**config.mk**
```make
export PLATFORM = sky130hd
export DESIGN_NAME = gamepad_frame_deframer_unit_flat
export DESIGN_NICKNAME = d
export VERILOG_FILES = /design/src/hdl/gfd_pkg.sv /design/src/hdl/gfd_in_if.sv /design/src/hdl/gfd_out_if.sv /design/src/hdl/gfd_parser.sv /design/src/hdl/gamepad_frame_deframer_unit.sv /design/src/flat_wrapper.sv
export SDC_FILE = /design/constraint.sdc
export NUM_CORES = 1
export LEC_CHECK = 0
export BUFFER_PORTS_ARGS = -buffer_cell sky130_fd_sc_hd__buf_4
export CAP_MARGIN = 5
export CORE_ASPECT_RATIO = 0.75
export CORE_MARGIN = 5
export CORE_UTILIZATION = 40
export CTS_CLUSTER_DIAMETER = 200
export DETAILED_ROUTE_END_ITERATION = 16
export PLACE_DENSITY = 0.65
export RECOVER_POWER = 25
export SYNTH_ARGS = -nofsm -noshare
export SYNTH_HDL_FRONTEND = slang
export SYNTH_SLANG_ARGS = --single-unit
```
**constraint.sdc**
```tcl
create_clock -name clk_i -period 19.3 [get_ports clk_i]
set_input_delay 0.965 -clock clk_i [delete_from_list [all_inputs] [get_ports clk_i]]
set_output_delay 0.965 -clock clk_i [all_outputs]
set_load 0.1 [all_outputs]
```
**src/hdl/gfd_pkg.sv**
```systemverilog
// gfd_pkg: shared types and constants of the gamepad frame deframer
// used by the channel interfaces, the frame parser and the top level
package gfd_pkg;

  localparam int ByteW  = 8;
  localparam int WordW  = 16;
  localparam int CntW   = 5;

  localparam int FrameLen = 18;
  localparam int SumPos   = 17;
  localparam int BtnPos   = 14;
  localparam int DpadPos  = 16;
  localparam int StickPos = 2;
  localparam int TrigPos  = 10;

  localparam logic [ByteW-1:0] HdrFirst  = 8'hAA;
  localparam logic [ByteW-1:0] HdrSecond = 8'h55;

  typedef enum logic {
    CMD_BYTE  = 1'b0,
    CMD_QUERY = 1'b1
  } cmd_e;

  typedef struct packed {
    logic                    connected;
    logic                    frame_ok;
    logic signed [WordW-1:0] left_x;
    logic signed [WordW-1:0] left_y;
    logic signed [WordW-1:0] right_x;
    logic signed [WordW-1:0] right_y;
    logic [WordW-1:0]        left_trigger;
    logic [WordW-1:0]        right_trigger;
    logic [WordW-1:0]        buttons;
    logic [ByteW-1:0]        dpad;
    logic [WordW-1:0]        pressed_bits;
    logic                    pressed_hit;
  } res_t;

endpackage

```
**src/hdl/gfd_in_if.sv**
```systemverilog
// gfd_in_if: input channel of the deframer, one byte or latch query per transfer
// depends on gfd_pkg
interface gfd_in_if;
  import gfd_pkg::*;

  logic             valid;
  logic             ready;
  logic             command;
  logic [ByteW-1:0] rx_byte;
  logic [WordW-1:0] query_mask;

  modport source (output valid, command, rx_byte, query_mask, input ready);
  modport sink   (input valid, command, rx_byte, query_mask, output ready);
endinterface

```
**src/hdl/gfd_out_if.sv**
```systemverilog
// gfd_out_if: result channel of the deframer, one result per input transfer
// depends on gfd_pkg
interface gfd_out_if;
  import gfd_pkg::*;

  logic                    valid;
  logic                    ready;
  logic                    connected;
  logic                    frame_ok;
  logic signed [WordW-1:0] left_x;
  logic signed [WordW-1:0] left_y;
  logic signed [WordW-1:0] right_x;
  logic signed [WordW-1:0] right_y;
  logic [WordW-1:0]        left_trigger;
  logic [WordW-1:0]        right_trigger;
  logic [WordW-1:0]        buttons;
  logic [ByteW-1:0]        dpad;
  logic [WordW-1:0]        pressed_bits;
  logic                    pressed_hit;

  modport source (output valid, connected, frame_ok, left_x, left_y, right_x, right_y,
                  left_trigger, right_trigger, buttons, dpad, pressed_bits,
                  pressed_hit, input ready);
  modport sink   (input valid, connected, frame_ok, left_x, left_y, right_x, right_y,
                  left_trigger, right_trigger, buttons, dpad, pressed_bits,
                  pressed_hit, output ready);
endinterface

```
**src/hdl/gfd_parser.sv**
```systemverilog
// gfd_parser: header hunt, byte capture, checksum and field unpack, press latch
// depends on gfd_pkg; the result is the state after the current transfer
module gfd_parser (
  input  logic          clk_i,
  input  logic          rst_ni,
  input  logic          take_i,
  input  gfd_pkg::cmd_e command_i,
  input  logic [7:0]    rx_byte_i,
  input  logic [15:0]   query_mask_i,
  output gfd_pkg::res_t res_o
);
  import gfd_pkg::*;

  typedef enum logic [1:0] {
    PH_HUNT = 2'd0,
    PH_HEAD = 2'd1,
    PH_DATA = 2'd2
  } phase_e;

  phase_e                  phase_q, phase_d;
  logic [CntW-1:0]         count_q, count_d;
  logic [ByteW-1:0]        sum_q, sum_d;
  logic [ByteW-1:0]        store_q [FrameLen];
  logic signed [WordW-1:0] stick_q [4];
  logic signed [WordW-1:0] stick_d [4];
  logic [WordW-1:0]        trig_q [2];
  logic [WordW-1:0]        trig_d [2];
  logic [WordW-1:0]        btn_q, btn_d;
  logic [ByteW-1:0]        dpad_q, dpad_d;
  logic [WordW-1:0]        latch_q, latch_d;
  logic                    seen_q, seen_d;

  logic                    store_we;
  logic [CntW-1:0]         store_idx;
  logic                    frame_ok;
  logic                    hit;
  logic [WordW-1:0]        new_btn;

  assign new_btn = {store_q[BtnPos+1], store_q[BtnPos]};

  always_comb begin
    phase_d   = phase_q;
    count_d   = count_q;
    sum_d     = sum_q;
    stick_d   = stick_q;
    trig_d    = trig_q;
    btn_d     = btn_q;
    dpad_d    = dpad_q;
    latch_d   = latch_q;
    seen_d    = seen_q;
    store_we  = 1'b0;
    store_idx = count_q;
    frame_ok  = 1'b0;
    hit       = 1'b0;

    if (command_i == CMD_QUERY) begin
      hit     = |(latch_q & query_mask_i);
      latch_d = latch_q & ~query_mask_i;
    end else begin
      case (phase_q)
        PH_HEAD: begin
          if (rx_byte_i == HdrSecond) begin
            store_we  = 1'b1;
            store_idx = CntW'(1);
            count_d   = CntW'(2);
            sum_d     = sum_q + rx_byte_i;
            phase_d   = PH_DATA;
          end else if (rx_byte_i == HdrFirst) begin
            count_d = CntW'(1);
          end else begin
            phase_d = PH_HUNT;
          end
        end
        PH_DATA: begin
          store_we = (count_q < CntW'(FrameLen));
          if (count_q < CntW'(SumPos)) begin
            sum_d   = sum_q + rx_byte_i;
            count_d = count_q + CntW'(1);
          end else begin
            count_d = CntW'(FrameLen);
            phase_d = PH_HUNT;
            if (sum_q == rx_byte_i) begin
              for (int k = 0; k < 4; k++) begin
                stick_d[k] = {store_q[StickPos+2*k+1], store_q[StickPos+2*k]};
              end
              for (int k = 0; k < 2; k++) begin
                trig_d[k] = {store_q[TrigPos+2*k+1], store_q[TrigPos+2*k]};
              end
              btn_d    = new_btn;
              dpad_d   = store_q[DpadPos];
              // button level doubles as the previous-frame buttons for edge detection
              latch_d  = latch_q | (new_btn & ~btn_q);
              seen_d   = 1'b1;
              frame_ok = 1'b1;
            end
          end
        end
        default: begin
          phase_d = PH_HUNT;
          if (rx_byte_i == HdrFirst) begin
            store_we  = 1'b1;
            store_idx = CntW'(0);
            count_d   = CntW'(1);
            sum_d     = HdrFirst;
            phase_d   = PH_HEAD;
          end
        end
      endcase
    end
  end

  always_ff @(posedge clk_i or negedge rst_ni) begin
    if (!rst_ni) begin
      phase_q <= PH_HUNT;
      count_q <= '0;
      sum_q   <= '0;
      stick_q <= '{default: '0};
      trig_q  <= '{default: '0};
      btn_q   <= '0;
      dpad_q  <= '0;
      latch_q <= '0;
      seen_q  <= 1'b0;
    end else if (take_i) begin
      phase_q <= phase_d;
      count_q <= count_d;
      sum_q   <= sum_d;
      stick_q <= stick_d;
      trig_q  <= trig_d;
      btn_q   <= btn_d;
      dpad_q  <= dpad_d;
      latch_q <= latch_d;
      seen_q  <= seen_d;
    end
  end

  // frame bytes, no reset
  always_ff @(posedge clk_i) begin
    if (take_i && store_we) begin
      store_q[store_idx] <= rx_byte_i;
    end
  end

  always_comb begin
    res_o.connected     = seen_d;
    res_o.frame_ok      = frame_ok;
    res_o.left_x        = stick_d[0];
    res_o.left_y        = stick_d[1];
    res_o.right_x       = stick_d[2];
    res_o.right_y       = stick_d[3];
    res_o.left_trigger  = trig_d[0];
    res_o.right_trigger = trig_d[1];
    res_o.buttons       = btn_d;
    res_o.dpad          = dpad_d;
    res_o.pressed_bits  = latch_d;
    res_o.pressed_hit   = hit;
  end

endmodule

```
**src/hdl/gamepad_frame_deframer_unit.sv**
```systemverilog
// gamepad_frame_deframer_unit: top level of the gamepad frame deframer
// depends on gfd_pkg, gfd_in_if, gfd_out_if and gfd_parser
//
// usage
//   in_i carries one item per transfer: a received byte (command 0) or a
//   query of the press latch (command 1, query_mask selects the bits to test
//   and clear)
//   out_o returns exactly one result per input transfer, in order: stick,
//   trigger, button and dpad values of the last good frame, connected,
//   frame_ok for the byte that closed a good frame, the press latch and the
//   query answer
//   each result is registered: it goes to the result register, or to the skid register behind a held result
//   throughput is one item per cycle while in_i.ready is high; the parser
//   state, checksum and field unpack all settle in one pass between the state
//   registers and the result register
//   a two-entry result buffer (result register plus skid register) lets the
//   input keep taking items while a result waits; in_i.ready drops only when
//   both entries are full, so a stalled receiver holds at most two results
//   reset clears the parser to header hunt, all fields, the latch and the
//   connected flag; the frame byte store is not cleared and needs no sweep
module gamepad_frame_deframer_unit (
  input  logic      clk_i,
  input  logic      rst_ni,
  gfd_in_if.sink    in_i,
  gfd_out_if.source out_o
);
  import gfd_pkg::*;

  logic  take;
  logic  pop;
  res_t  res;
  res_t  out_q, skid_q;
  logic  out_valid_q, skid_valid_q;

  // input stays open until the skid entry is occupied
  assign in_i.ready = !skid_valid_q;
  assign take       = in_i.valid && in_i.ready;
  assign pop        = out_valid_q && out_o.ready;

  gfd_parser u_parser (
    .clk_i        (clk_i),
    .rst_ni       (rst_ni),
    .take_i       (take),
    .command_i    (cmd_e'(in_i.command)),
    .rx_byte_i    (in_i.rx_byte),
    .query_mask_i (in_i.query_mask),
    .res_o        (res)
  );

  // result buffer control
  always_ff @(posedge clk_i or negedge rst_ni) begin
    if (!rst_ni) begin
      out_valid_q  <= 1'b0;
      skid_valid_q <= 1'b0;
    end else if (pop) begin
      if (skid_valid_q) begin
        skid_valid_q <= 1'b0;
      end else begin
        out_valid_q <= take;
      end
    end else if (take) begin
      if (out_valid_q) begin
        skid_valid_q <= 1'b1;
      end else begin
        out_valid_q <= 1'b1;
      end
    end
  end

  // result buffer payload
  always_ff @(posedge clk_i) begin
    if (pop) begin
      if (skid_valid_q) begin
        out_q <= skid_q;
      end else if (take) begin
        out_q <= res;
      end
    end else if (take) begin
      if (out_valid_q) begin
        skid_q <= res;
      end else begin
        out_q <= res;
      end
    end
  end

  assign out_o.valid         = out_valid_q;
  assign out_o.connected     = out_q.connected;
  assign out_o.frame_ok      = out_q.frame_ok;
  assign out_o.left_x        = out_q.left_x;
  assign out_o.left_y        = out_q.left_y;
  assign out_o.right_x       = out_q.right_x;
  assign out_o.right_y       = out_q.right_y;
  assign out_o.left_trigger  = out_q.left_trigger;
  assign out_o.right_trigger = out_q.right_trigger;
  assign out_o.buttons       = out_q.buttons;
  assign out_o.dpad          = out_q.dpad;
  assign out_o.pressed_bits  = out_q.pressed_bits;
  assign out_o.pressed_hit   = out_q.pressed_hit;

`ifndef SYNTHESIS
  // the skid entry is only ever filled behind a held result
  a_skid_behind_out: assert property (@(posedge clk_i) disable iff (!rst_ni)
    skid_valid_q |-> out_valid_q)
    else $error("skid entry valid without a result in the output register");

  // a transfer into a stalled full result register lands in the skid entry
  a_stall_to_skid: assert property (@(posedge clk_i) disable iff (!rst_ni)
    (take && out_valid_q && !out_o.ready) |=> skid_valid_q)
    else $error("result lost while receiver stalled");

  // a good frame always reports the link as connected
  a_ok_connected: assert property (@(posedge clk_i) disable iff (!rst_ni)
    (out_valid_q && out_q.frame_ok) |-> out_q.connected)
    else $error("frame_ok without connected");

  // query answers and frame completion never share a result
  a_hit_not_frame: assert property (@(posedge clk_i) disable iff (!rst_ni)
    out_valid_q |-> !(out_q.frame_ok && out_q.pressed_hit))
    else $error("frame_ok and pressed_hit in the same result");
`endif

endmodule
```
**src/flat_wrapper.sv**
```systemverilog
// flat-port wrapper written by rule: the top's interface ports become plain ports
module gamepad_frame_deframer_unit_flat import gfd_pkg::*;
  (clk_i, rst_ni, in_i_valid, in_i_command, in_i_rx_byte, in_i_query_mask, in_i_ready, out_o_valid, out_o_connected, out_o_frame_ok, out_o_left_x, out_o_left_y, out_o_right_x, out_o_right_y, out_o_left_trigger, out_o_right_trigger, out_o_buttons, out_o_dpad, out_o_pressed_bits, out_o_pressed_hit, out_o_ready);
  gfd_in_if in_i_i ();
  gfd_out_if out_o_i ();
  input  logic clk_i;
  input  logic rst_ni;
  input wire logic [$bits(in_i_i.valid)-1:0] in_i_valid;
  input wire logic [$bits(in_i_i.command)-1:0] in_i_command;
  input wire logic [$bits(in_i_i.rx_byte)-1:0] in_i_rx_byte;
  input wire logic [$bits(in_i_i.query_mask)-1:0] in_i_query_mask;
  output wire logic [$bits(in_i_i.ready)-1:0] in_i_ready;
  output wire logic [$bits(out_o_i.valid)-1:0] out_o_valid;
  output wire logic [$bits(out_o_i.connected)-1:0] out_o_connected;
  output wire logic [$bits(out_o_i.frame_ok)-1:0] out_o_frame_ok;
  output wire logic [$bits(out_o_i.left_x)-1:0] out_o_left_x;
  output wire logic [$bits(out_o_i.left_y)-1:0] out_o_left_y;
  output wire logic [$bits(out_o_i.right_x)-1:0] out_o_right_x;
  output wire logic [$bits(out_o_i.right_y)-1:0] out_o_right_y;
  output wire logic [$bits(out_o_i.left_trigger)-1:0] out_o_left_trigger;
  output wire logic [$bits(out_o_i.right_trigger)-1:0] out_o_right_trigger;
  output wire logic [$bits(out_o_i.buttons)-1:0] out_o_buttons;
  output wire logic [$bits(out_o_i.dpad)-1:0] out_o_dpad;
  output wire logic [$bits(out_o_i.pressed_bits)-1:0] out_o_pressed_bits;
  output wire logic [$bits(out_o_i.pressed_hit)-1:0] out_o_pressed_hit;
  input wire logic [$bits(out_o_i.ready)-1:0] out_o_ready;
  assign in_i_i.valid = in_i_valid;
  assign in_i_i.command = in_i_command;
  assign in_i_i.rx_byte = in_i_rx_byte;
  assign in_i_i.query_mask = in_i_query_mask;
  assign in_i_ready = in_i_i.ready;
  assign out_o_valid = out_o_i.valid;
  assign out_o_connected = out_o_i.connected;
  assign out_o_frame_ok = out_o_i.frame_ok;
  assign out_o_left_x = out_o_i.left_x;
  assign out_o_left_y = out_o_i.left_y;
  assign out_o_right_x = out_o_i.right_x;
  assign out_o_right_y = out_o_i.right_y;
  assign out_o_left_trigger = out_o_i.left_trigger;
  assign out_o_right_trigger = out_o_i.right_trigger;
  assign out_o_buttons = out_o_i.buttons;
  assign out_o_dpad = out_o_i.dpad;
  assign out_o_pressed_bits = out_o_i.pressed_bits;
  assign out_o_pressed_hit = out_o_i.pressed_hit;
  assign out_o_i.ready = out_o_ready;
  gamepad_frame_deframer_unit u_core (.clk_i(clk_i), .rst_ni(rst_ni), .in_i(in_i_i), .out_o(out_o_i));
endmodule
```
=== Word-level counts from Yosys, hierarchy flattened ===
Memories as Yosys holds them, arrays and structs flattened.
Index checks and enable logic that the tools add are counted.
Widths: inputs -> output; s select.

* Mux-type cells: 63
* Bitwise operators: 8
* Reductions and logical operators: 16
* Magnitude comparators: 2
* Equal/unequal tests: 11
* Add/subtract/negate cells: 2

{| class="wikitable"
|+ Operators by type and width
! cell !! count
|-
| $mux 139 || 5
|-
| $mux 64 || 4
|-
| $mux 16 || 8
|-
| $mux 32 || 4
|-
| $mux 8 || 7
|-
| $and 16x16->16 || 3
|-
| $not 16->16 || 2
|-
| $mux 5 || 6
|-
| $mux 1 || 21
|-
| $pmux 5 s2 || 2
|-
| $or 16x16->16 || 1
|-
| $pmux 8 s2 || 1
|-
| $reduce_or 16->1 || 1
|-
| $lt 5x5->1 const B || 2
|-
| $add 8x8->8 || 1
|-
| $eq 8x7->1 const B || 1
|-
| $eq 8x8->1 || 1
|-
| $eq 8x8->1 const B || 1
|-
| $ne 2x2->1 const B || 4
|-
| $mux 2 || 3
|-
| $reduce_and 2->1 || 3
|-
| $reduce_and 3->1 || 2
|-
| $reduce_bool 2->1 || 3
|-
| $add 5x1->5 const B || 1
|-
| other kinds (12) || 15
|}

* Input port bits: 29
* Memories kept: 1
* Output and inout bits: 141
* Bits in writable memories: 144
* Register bits: 432

{| class="wikitable"
|+ Memory list
! name !! words !! bits a word !! read ports !! clocked after memory_dff !! write ports !! line !! RTL
|-
| u_core.u_parser.store_q || 18 || 8 || 15 || 0 || 1 || gfd_parser.sv:23 || <nowiki>logic [ByteW-1:0] store_q [FrameLen];</nowiki>
|}

=== Logic depth before layout (Yosys ltp) ===
* Word-level depth: 10
* Depth in mapped cells: 10

=== Cells and area by module ===
Synthesis repeated with hierarchy kept, for this count alone.

* Cells, all modules: 1262
* Area, all modules: 22675.5 um2

{| class="wikitable"
|+ Modules (own cells, without submodules)
! module !! area each (um2) !! instances !! cells each
|-
| gfd_parser || 12114.1 || 1 || 816
|-
| gamepad_frame_deframer_unit || 10561.4 || 1 || 446
|}

=== Worst setup path before layout ===
Ideal clock, no wire load.

* Kind: input to register
* Start point: input port in_i_valid
* End point: register u_core.out_q, in the netlist u_core.out_o.buttons[0] (enable)
* Stages: 5
* Arrival: 8.432 ns
* Path buffers: 2
* Data required time: 18.618 ns
* Slack: 10.186 ns
* Library setup time: 0.682 ns
* Path through: nor2b_1 > clkbuf_1 > buf_1 > a21oi_1 > a21oi_1

* Longest elaborated chain between the ends: 3

{| class="wikitable"
|+ Ends and longest elaborated chain
! what !! line !! RTL
|-
| start: declaration || flat_wrapper.sv:8 || <nowiki>input wire logic [$bits(in_i_i.valid)-1:0] in_i_valid;</nowiki>
|-
| $logic_and 1x1->1 (*) || gamepad_frame_deframer_unit.sv:37 || <nowiki>assign take = in_i.valid && in_i.ready;</nowiki>
|-
| $reduce_bool 2->1 (no source line) || - ||
|-
| $reduce_and 3->1 (no source line) (*) || - ||
|-
| end signal: assignment || gamepad_frame_deframer_unit.sv:74 || <nowiki>out_q <= skid_q;</nowiki>
|-
| end signal: assignment || gamepad_frame_deframer_unit.sv:76 || <nowiki>out_q <= res;</nowiki>
|-
| end signal: assignment || gamepad_frame_deframer_unit.sv:82 || <nowiki>out_q <= res;</nowiki>
|-
| end: declaration || gamepad_frame_deframer_unit.sv:32 || <nowiki>res_t out_q, skid_q;</nowiki>
|}

Mark *: on every way between the ends. The rest lies on a longest branch, timed or not.
A chain may end at the register's enable or synchronous reset.

==> flow_metrics.env <==
export IMPL_skew_ns=0.0130
export IMPL_max_freq_mhz=155
export IMPL_wire_per_inst_um=21.8
export IMPL_grt_pass1_wl_um=77300
export IMPL_postCtsResizedCells=0
export IMPL_placementRows=75
export IMPL_fin_area_um2=26100
export IMPL_cts_buffers_inserted=55
export IMPL_path_buf_inv=1
export IMPL_synth_area_per_cell_um2=17.0
export IMPL_vias=11900
export IMPL_clk_latency_ns=0.60
export IMPL_first_iter_violations=696
export IMPL_slowest_delay_ns=4.47
export IMPL_worst_pin_slew_ns=6.54
export IMPL_cp_required_ns=18.39
export IMPL_cts_buffer_depth=3
export IMPL_peakVddDrop_uv=106
export IMPL_drt_wl_total_um=50100
export IMPL_drc=0
export IMPL_chipHeight_um=216
export IMPL_hold_buffers=0
export IMPL_cts_max_level=2
export IMPL_yosysUniqueCellTypes=54
export IMPL_final_hold_violation_count=0
export IMPL_synth_edff_count=398
export IMPL_critPathArrivalTime_ns=5.55
export IMPL_drtAntennaViolNets=0
export IMPL_postPlaceCellArea_um2=24500
export IMPL_syn_num_nets=1368
export IMPL_synthArstFlopShare=0.279
export IMPL_antenna_cells=0
export IMPL_yosysWarningCount=0
export IMPL_worst_hold_slack_ns=0.476
export IMPL_finalCriticalPeriod_ns=6.46
export IMPL_syn_area_um2=22600
export IMPL_ios=170
export IMPL_final_cell_mix="398 x edfxtp_1, 256 x mux2_2, 154 x dfrtp_1, 122 x buf_4, 86 x clkbuf_1"
export IMPL_core_um2=55900
export IMPL_drt_first_pass_iters=5
export IMPL_start_util=0.404
export IMPL_worstHoldPathType="reg2reg"
export IMPL_cts_sinks=552
export IMPL_worstSetupEndpointType="asynchronous set/reset pin"
export IMPL_grt_total_usage=0.160
export IMPL_hpwl_um=29000
export IMPL_final_layout_size_suffix_gt1_frac=0.359
export IMPL_path_delay_family="buffers and inverters"
export IMPL_synth_seq_cells=552
export IMPL_port_buffers=169
export IMPL_antenna_found_initial=1
export IMPL_root_buffer="clkbuf_16"
export IMPL_grt_start_max_net_pins=101
export IMPL_power_density_nw_per_um2=140
export IMPL_tns_ns=0
export IMPL_gp_congestion=0.780
export IMPL_cts_clk_slew_worst_paths_ns=0.06
export IMPL_area_growth_pct=15.6
export IMPL_start_kind="input pin"
export IMPL_slew_headroom=-3.36
export IMPL_path_cells="clkbuf_1"
export IMPL_ys_seq_area_frac=0.700
export IMPL_crit_path_top_delay_cell="clkbuf_1"
export IMPL_period_share=0.335
export IMPL_violations="max-capacitance violations, max-slew violations"
export IMPL_layout_commonest_cell="edfxtp_1"
export IMPL_overflow=0
export IMPL_drv_cap=8
export IMPL_setup_viol=0
export IMPL_p_leak_nw=10.2
export IMPL_rsz0062_at_grt="no"
export IMPL_cts_tree="done"
export IMPL_grt_pass1_vias=12600
export IMPL_critPathMaxFanout=100
export IMPL_nNetsFinal=1557
export IMPL_slew_violations=240
export IMPL_finalNonFillerCells=2295
export IMPL_p_total_mw=3.65
export IMPL_criticalPathCategory="in2async"
export IMPL_synth_ff_type="edfxtp_1"
export IMPL_netlist_instances=1328
export IMPL_cts_setup_buffers=0
export IMPL_fp_dieW_um=284
export IMPL_die_area_um2=61300
export IMPL_via_per_inst=5.19
export IMPL_place_inst=2191
export IMPL_outcome="finished with violations"
[sequential cells by signal (all words and copies together) (netlist names), 5 cells and up]
signal / cells
u_core.skid_q: 139
u_core.out_o.right_trigger: 16
u_core.out_o.left_x: 16
u_core.out_o.right_x: 16
u_core.out_o.left_trigger: 16
u_core.u_parser.latch_q: 16
u_core.u_parser.sum_q: 8
u_core.u_parser.count_q: 5
u_core.u_parser.btn_q: 16
u_core.out_o.dpad: 8
u_core.u_parser.dpad_q: 8
u_core.u_parser.stick_q: 64
u_core.out_o.buttons: 16
u_core.out_o.right_y: 16
u_core.out_o.left_y: 16
u_core.out_o.pressed_bits: 16
u_core.u_parser.trig_q: 32
u_core.u_parser.store_q: 120
[path summary, 6_finish.rpt]
path,start,endpoint,slack (ns),depth (start not counted)
setup / recovery,rst_ni,u_core.u_parser.stick_q[14],12.84,1
hold / removal,u_core.u_parser.seen_q,u_core.u_parser.seen_q,0.48,1
setup reg to reg,u_core.skid_valid_q,u_core.out_o.left_y[11],14.44,5
hold reg to reg,u_core.u_parser.seen_q,u_core.u_parser.seen_q,0.48,1
max in group clk_i,in_i_rx_byte[0],u_core.out_o.left_trigger[1],13.93,8
min in group asynchronous,rst_ni,u_core.u_parser.stick_q[43],2.82,1
[cell usage after synthesis (2+ instances only)]
cell type / n / area (um2)
mux2_4: 78 / 1170
a31oi_1: 33 / 206
nor4bb_1: 3 / 30.0
o211ai_1: 5 / 37.5
mux2_1: 17 / 191
or4b_4: 2 / 27.5
and3_1: 2 / 12.5
nand3_1: 11 / 55.1
buf_12: 9 / 180
o2bb2ai_1: 2 / 17.5
dfrtp_1: 154 / 3850
clkbuf_1: 28 / 105
a21o_1: 3 / 22.5
buf_4: 7 / 52.6
nor3_1: 16 / 80.1
a221oi_1: 3 / 26.3
a22o_1: 3 / 26.3
o21ai_0: 42 / 210
ha_1: 10 / 125
a21oi_1: 11 / 55.1
or2_1: 9 / 56.3
nor4_1: 5 / 31.3
nor2_1: 34 / 128
or2_2: 9 / 56.3
nor2b_1: 5 / 31.3
nand2_1: 80 / 300
a22oi_1: 4 / 30.0
nand2b_1: 19 / 119
o41ai_1: 3 / 26.3
edfxtp_1: 398 / 12000
buf_2: 4 / 20.0
buf_6: 9 / 101
or4bb_1: 2 / 22.5
o21a_1: 3 / 22.5
mux2_2: 256 / 2880
xor2_1: 3 / 26.3
inv_1: 29 / 109
[per-layer routing]
metal,share of wire,global-route usage
met5,0,0
met4,0.018,0.0395
met3,0.044,0.0303
met2,0.46,0.254
met1,0.48,0.232
[report_power, final]
| part | leakage [nW] | internal [mW] | switching, mW |
|---|---|---|---|
| combinational | 3.49 | 0.141 | 0.918 |
| clock | 0.898 | 0.631 | 0.448 |
| sequential | 5.76 | 1.45 | 0.0592 |
[logic make-up (layout without fill, tap and decap cells)]
family,count (synthesis),count (layout),share of synthesized area
AO/OA/AOI/OAI,119,119,0.0329
adder cells (fa/ha/maj),11,11,0.00643
XOR/XNOR,4,4,0.00155
buffers and inverters,87,323,0.0253
AND/OR/NAND/NOR,204,204,0.0453
flip-flops,552,552,0.700
multiplexers,351,351,0.188
[cell type report]
type                    count  area, um2
clock buffers              86       1660
clock inverters            18        184
fillers                  4859      29800
inverters                  29        109
multi-input cells         689       6250
flip-flops and latches    552      15800
well taps                 731        915
repair buffers            190       1170
[metrics by stage]
stage | util | worst slack (ns)
global placement | 0.438 | 14.18
finish | 0.467 | 12.84
floorplan | - | 10.19
CTS | 0.471 | 14.81
global route | 0.467 | 11.47
detailed placement | 0.438 | 14.16
Note: power is estimated with default switching activity, not from simulation.
